[src/rtl/core/conv3_pkg.sv]
`timescale 1ns / 1ps
// ----------------------------------------------------------------------------
// conv3_pkg
// Shared types and constants of the streaming 3x3 neighbourhood filter.
// ----------------------------------------------------------------------------
package conv3_pkg;

  // default size limits of the line stores and the row counter
  localparam int unsigned DEF_MAX_WIDTH  = 1024;
  localparam int unsigned DEF_MAX_HEIGHT = 1024;

  // field widths
  localparam int unsigned PIX_W   = 8;
  localparam int unsigned DIM_W   = 11;
  localparam int unsigned COEF_W  = 16;
  localparam int unsigned WROW_W  = 3 * COEF_W;
  localparam int unsigned PROD_W  = COEF_W + PIX_W + 1;
  localparam int unsigned RSUM_W  = PROD_W + 2;
  localparam int unsigned SUM_W   = 28;
  localparam int unsigned ROW_W   = 10;
  localparam int unsigned COL_W   = 10;
  localparam int unsigned OPC_W   = 2 * DIM_W;

  // configuration port
  localparam int unsigned CFG_IDX_W  = 3;
  localparam int unsigned CFG_DATA_W = WROW_W;

  localparam logic [CFG_IDX_W-1:0] CFG_IMAGE_WIDTH    = 3'd0;
  localparam logic [CFG_IDX_W-1:0] CFG_IMAGE_HEIGHT   = 3'd1;
  localparam logic [CFG_IDX_W-1:0] CFG_WEIGHTS_TOP    = 3'd2;
  localparam logic [CFG_IDX_W-1:0] CFG_WEIGHTS_MIDDLE = 3'd3;
  localparam logic [CFG_IDX_W-1:0] CFG_WEIGHTS_BOTTOM = 3'd4;

  localparam int unsigned RST_IMAGE_WIDTH  = 640;
  localparam int unsigned RST_IMAGE_HEIGHT = 480;

  // input word
  typedef struct packed {
    logic [PIX_W-1:0] pixel;
    logic             frame_start;
    logic             flush;
  } pix_t;

  // result word
  typedef struct packed {
    logic signed [SUM_W-1:0] filtered;
    logic [ROW_W-1:0]        out_row;
    logic [COL_W-1:0]        out_col;
    logic                    frame_last;
  } res_t;

  // position tag that travels with a result through the pipeline
  typedef struct packed {
    logic             last;
    logic [ROW_W-1:0] row;
    logic [COL_W-1:0] col;
  } tag_t;

  // accepted word as handed to the window stage
  typedef struct packed {
    logic [PIX_W-1:0] pix;
    logic             fs;
    logic             vu;
    logic             vl;
    logic             vc;
    logic             res;
    tag_t             tag;
  } item_t;

  // 3x3 neighbourhood, [row][col]
  typedef logic [2:0][2:0][PIX_W-1:0] taps_t;

  // three kernel rows, each three packed coefficients
  typedef logic [2:0][WROW_W-1:0] wrows_t;

endpackage

[src/rtl/core/conv3_mac.sv]
`timescale 1ns / 1ps
// ----------------------------------------------------------------------------
// conv3_mac
// Nine products, row sums and the final sum, with the output register.
// ----------------------------------------------------------------------------
module conv3_mac import conv3_pkg::*; (
  input  logic   clk_i,
  input  logic   rst_ni,
  input  logic   tap_vld_i,
  input  taps_t  taps_i,
  input  tag_t   tag_i,
  input  wrows_t wrows_i,
  output logic   tap_rdy_o,
  output logic   res_vld_o,
  output res_t   res_o,
  input  logic   res_rdy_i
);

  logic signed [PROD_W-1:0] prod_d [3][3];
  logic signed [PROD_W-1:0] prod_q [3][3];
  logic signed [RSUM_W-1:0] rsum_d [3];
  logic signed [RSUM_W-1:0] rsum_q [3];
  logic signed [SUM_W-1:0]  sum_d;
  tag_t p_tag_q, r_tag_q;
  res_t out_q;
  logic p_vld_q, r_vld_q, o_vld_q;
  logic p_rdy, r_rdy, o_rdy;

  // stage handshakes
  assign o_rdy     = !o_vld_q || res_rdy_i;
  assign r_rdy     = !r_vld_q || o_rdy;
  assign p_rdy     = !p_vld_q || r_rdy;
  assign tap_rdy_o = p_rdy;
  assign res_vld_o = o_vld_q;
  assign res_o     = out_q;

  // signed coefficient times unsigned pixel
  always_comb begin
    logic signed [COEF_W-1:0] coef;
    coef = '0;
    for (int r = 0; r < 3; r++) begin
      for (int c = 0; c < 3; c++) begin
        coef         = $signed(wrows_i[r][COEF_W*c +: COEF_W]);
        prod_d[r][c] = coef * $signed({1'b0, taps_i[r][c]});
      end
    end
  end

  // per-row sums
  always_comb begin
    for (int r = 0; r < 3; r++) begin
      rsum_d[r] = RSUM_W'(prod_q[r][0]) + RSUM_W'(prod_q[r][1])
                + RSUM_W'(prod_q[r][2]);
    end
  end

  assign sum_d = SUM_W'(rsum_q[0]) + SUM_W'(rsum_q[1]) + SUM_W'(rsum_q[2]);

  // valid bits
  always_ff @(posedge clk_i or negedge rst_ni) begin
    if (!rst_ni) begin
      p_vld_q <= 1'b0;
      r_vld_q <= 1'b0;
      o_vld_q <= 1'b0;
    end else begin
      if (p_rdy) begin
        p_vld_q <= tap_vld_i;
      end
      if (r_rdy) begin
        r_vld_q <= p_vld_q;
      end
      if (o_rdy) begin
        o_vld_q <= r_vld_q;
      end
    end
  end

  // payload
  always_ff @(posedge clk_i) begin
    if (p_rdy && tap_vld_i) begin
      prod_q  <= prod_d;
      p_tag_q <= tag_i;
    end
    if (r_rdy && p_vld_q) begin
      rsum_q  <= rsum_d;
      r_tag_q <= p_tag_q;
    end
    if (o_rdy && r_vld_q) begin
      out_q.filtered   <= sum_d;
      out_q.out_row    <= r_tag_q.row;
      out_q.out_col    <= r_tag_q.col;
      out_q.frame_last <= r_tag_q.last;
    end
  end

  // a row sum moving on always lands in the output register
  a_no_loss: assert property (@(posedge clk_i) disable iff (!rst_ni)
    r_vld_q && o_rdy |=> o_vld_q)
    else $error("result lost between row sum and output");

endmodule

[config.mk]
export PLATFORM = sky130hd
export DESIGN_NAME = conv3_mac
export DESIGN_NICKNAME = d
export VERILOG_FILES = /design/src/rtl/core/conv3_pkg.sv /design/src/rtl/core/conv3_mac.sv
export SDC_FILE = /design/constraint.sdc
export NUM_CORES = 2
export LEC_CHECK = 0
export BUFFER_PORTS_ARGS = -buffer_cell sky130_fd_sc_hd__buf_2
export CORE_MARGIN = 3
export CORE_UTILIZATION = 35
export CTS_CLUSTER_DIAMETER = 80
export CTS_CLUSTER_SIZE = 12
export DETAILED_ROUTE_END_ITERATION = 8
export GPL_TIMING_DRIVEN = 0
export PLACE_DENSITY = 0.59
export RECOVER_POWER = 100
export SLEW_MARGIN = 30
export SYNTH_ARGS = -nofsm -noshare
export SYNTH_HDL_FRONTEND = slang
export SYNTH_SLANG_ARGS = --single-unit
export TNS_END_PERCENT = 10
[constraint.sdc]
create_clock -name clk_i -period 7.89 [get_ports clk_i]
set_input_delay 1.578 -clock clk_i [delete_from_list [all_inputs] [get_ports clk_i]]
set_output_delay 1.578 -clock clk_i [all_outputs]
set_load 0.02 [all_outputs]
==> results by stage <==
Synthesis:
- The post-synthesis simple-gate area fraction is around 14%.
- The synthesized netlist occupies a cell area of 0.05999 mm2.
- The most area-hungry cell type in the Yosys netlist is sky130_fd_sc_hd__fa_1.
- The count of unique library cells instantiated by Yosys is 84.
- Ranked by total cell area, the synthesized netlist is headed by sky130_fd_sc_hd__fa_1 34%, sky130_fd_sc_hd__edfxtp_1 20%, sky130_fd_sc_hd__ha_1 11%.
- In the synthesized netlist the dominant register cell turns out to be sky130_fd_sc_hd__edfxtp_1.
- The top cell type by area accounts for between 30% and 40% of the synthesized area.
- The commonest cells after synthesis are 1398 x sky130_fd_sc_hd__inv_1, 1024 x sky130_fd_sc_hd__fa_1, 633 x sky130_fd_sc_hd__and2_1, 620 x sky130_fd_sc_hd__nand2_1, 551 x sky130_fd_sc_hd__ha_1.
- By instance count, the leading cell after synthesis is sky130_fd_sc_hd__inv_1.
- The share of cell area taken by muxes after synthesis is 0.01669%.
- The post-synthesis async set-or-reset flop share is less than 1%.
- The post-synthesis compound-gate area fraction is under 10%.
- Synthesis produced 6011 cells.
- Yosys printed 0 warnings.
- In this run, synthesis produced a sequential element count of 400.
- After synthesis, the largest family of logic cells by area is adder cells.
- Counting flops with a built-in enable in the synthesized netlist gives around 400.
- The adder-cell share of the synthesized area is a little under half.
- The parity-gate share of the synthesized area counting xor and xnor cells is ~4.2%.
- The share of synthesized area occupied by flip-flops and latches is 20.00%.
- After synthesis, the mean cell area works out to ~10 um2.
- The number of nets handed over by synthesis was between 7000 and 8000.

STA:
- The number of failing hold endpoints at the final stage came to 0.
- After routing, the total negative slack on setup checks comes to 0 ns.
- Setup repair after global routing left no endpoint under its margin.
- The final-report setup violation count is 0.
- The post-layout minimum cycle time is between 7 and 8 ns.
- The number of slew-limit violations in the final report came to 394.
- The worst slew slack as a fraction of its limit is -73.27%.
- The largest clock skew in the final design is approximately 0.052 ns.
- The slew at the pin with the worst max-slew slack is roughly 2.6 ns.
- After layout, the worst path uses between 90 and 100% of the clock period.
- The maximum operating frequency is ~0.14 GHz.

Clock tree:
- The root buffer cell chosen for the clock tree is sky130_fd_sc_hd__clkbuf_16.
- The post-CTS clock slew at the launch and capture registers of the worst setup and hold paths is 0.06 ns.
- In this run, post-CTS repair resized a total of 0 instances.
- The maximum level of the CTS H-tree is 2.
- The longest clock path from root to sink contains 3 buffers.
- TritonCTS built the clock tree.
- The clock insertion delay at the later pin of the skew report is approximately 0.6 ns.
- The count of buffers added by post-CTS timing repair for setup is 0.
- The number of buffers inserted by hold repair at cts is 0.
- The number of clock sinks is 400.
- Clock tree synthesis inserted a total of 42 buffers.

Power:
- The internal power contribution is 15.23 mW.
- The total power per unit cell area is ~460 mW/mm2.
- In this run, the clock network consumes between 6 and 7% of the power.
- Summed over all nets, the switching power comes to approximately 15 mW.
- The sequential share of power is a little under a fifth.
- The combinational share of power is 75.4%.
- In this run switching power makes up between 40% and 50% of total power.
- Across the VDD grid, the largest voltage drop is 286.8 uV.
- The leakage power summed over all cells is ~32 nW.

Worst setup path:
- Data on the critical path is required at its endpoint by between 8 and 9 ns.
- On the critical path the largest part of the delay comes from adder cells.
- The worst register-to-register path begins at res_vld_o.
- Counting both buffers and inverters, the worst setup path holds a total of 5.
- The cell with the largest stage delay on the worst path is sky130_fd_sc_hd__fa_1.
- Of all nets on the critical path, the largest fanout is 10.
- The critical path launch point is taps_i[32].
- The worst setup path category is input pin to register.
- Walking the worst path, the cells encountered are clkbuf_1 > clkbuf_1 > nand2_1 > fa_1 > inv_1 > fa_1 > fa_1 > inv_1 > fa_1 > inv_1 > ha_1 > a21o_1 > a221oi_1 > o21ai_0 > o31ai_2 > o211a_1 > o21ai_0 > a21oi_1 > xnor2_1.
- The data arrival time of the critical path is 7.49 ns.
- The maximum cell stage delay along the critical path is 0.58 ns.
- The register-to-register setup slack is approximately 1.7 ns.
- The cell repeated most along the worst path is sky130_fd_sc_hd__fa_1.
- The worst setup path is launched from an input pin.
- STA classifies the critical path endpoint as a register.

Detailed routing:
- The detailed-route vias per instance is 4.763.
- The total number of vias is 40980.
- After detailed routing, the average wire length per cell comes to roughly 17 um.
- The remaining antenna violation count is 0.
- The detailed router finished its first iteration with just over 2000 violations.
- The first detailed-routing pass ran for 7 iterations.
- The wire length reported by the detailed router is about 140 mm.
- For this run, design rule violations remaining after detail routing come to 0.

Floorplanning:
- 292 I/O pins were placed.
- The x dimension of the die is approximately 420 um.
- The core outline area is roughly 0.17 mm2.
- The die boundary height is 420.0 um.
- Once the floorplan was initialized, standard cells occupied between 30% and 40% of the core.
- The die area is 0.1764 mm2.
- The number of rows in the core area is roughly 150.

Layout:
- The post-route netlist has under 10% of its cells at a drive strength greater than 1.
- The sequential cell area is 0.01200 mm2.
- The net count of the finished layout is roughly 8200.
- The area growth from synthesis to layout is 8.918%.
- The number of filler cells placed in the layout is 16850.
- Summing all multi-input logic gate instances after layout gives ~0.042 mm2.
- The count of non-filler cells in the finished layout is 8603.

Placed design:
- The final weighted congestion of routability-driven global placement is between 0.8 and 0.9.
- In this run the tool buffered the top-level ports with a little under 300 buffer cells.
- The placed cell count is 8527.
- The wire-length estimate of the detail-placed layout is about 120 mm.

GRT:
- The global-route usage over all layers is roughly 17%.
- The number of global-route vias before repair is 43990.
- The initial antenna violation count is 31.
- Entering global routing, the biggest net connects 51 pins.
- The first global-routing pass estimated about 240 mm of wire.
- Global routing finished with a remaining overflow of 0.

Hold path:
- The startpoint identified for the worst hold timing path is r_tag_q[8].
- The type of the most critical hold path is register to register.

Status:
- The checks that failed: capacitance limit, slew limit.
- The flow ran to the end, but the final reports show violations.

Flow run:
- The number of max-capacitance violations reported is 10.
## metal layers
metal | share of wire [%] | track usage, % | vias to the layer above
met5 | 0.050 | 0 | -
met4 | 3.1 | 4.429 | 14
met2 | 51 | 30.59 | 689
met1 | 42 | 21.53 | 20690
li1 | - | - | 19410
met3 | 3.5 | 1.746 | 175
## worst paths after layout
check,endpoint,depth (start not counted)
max,prod_q[124],19
min,res_o[9],0
max reg2reg,prod_q[193],6
min reg2reg,res_o[9],0
max in group asynchronous,res_vld_o,1
min in group asynchronous,p_vld_q,1
## per-stage QoR
step                      setup WS, ns  hold WS (ns)  area, um2  total power [mW]  utilization, %
after floorplan                  1.660        0.4003      59990             22.28               -
after global placement          0.7009        0.4008      64210             28.05           37.81
after detailed placement        0.5742        0.4045      64440             28.21           37.94
after CTS                        1.195        0.4169      65650             30.38           38.65
after global routing            0.4718        0.4217      65330             33.15           38.46
final                           0.7343        0.4169      65340             29.75           38.47
## placed cells by master (no fill, tap or decap), drive strengths merged, types with 22 or more instances in the layout
cell	n
buf	221
ha	551
a211oi	24
a31oi	22
nor2b	36
o21ai	107
fa	1024
clkbuf	207
nand3	55
nor2	118
o21bai	40
inv	1401
a21oi	206
nor3	39
o21a	32
nand2b	24
xor2	80
edfxtp	397
a21o	98
nand2	620
xnor2	211
and2	633
## area by class of cell
class	instances	area share, %
inverter	1398	8.031
antenna	17	0.06511
multi-input combinational	4128	64.80
clock inverter	12	0.2106
tap	2218	4.247
sequential	400	18.36
buffer	85	0.4883
timing repair buffer	298	2.162
clock buffer	47	1.637
## power by group through the flow
stage	clock network, mW	registers (mW)	logic [mW]
global placement	0	5.59	22.5
CTS	1.92	5.53	22.9
finish	1.85	5.48	22.4
global route	1.99	5.58	25.6
detailed placement	0	5.55	22.7
floorplan	0	5.22	17.1
## flip-flops by register name (all words and copies together), names as in the netlist
register and count:
p_tag_q 21, r_vld_q 1, res_vld_o 1, rsum_q 81
r_tag_q 21, prod_q 225, p_vld_q 1, res_o 49
## kinds of logic after synthesis
group / after synthesis
compound gates: 649
xor+xnor: 291
fa+ha+maj: 1575
buf+inv: 1483
flops: 400
mux: 1
simple gates: 1612
Power figures use the tool's default switching activity.
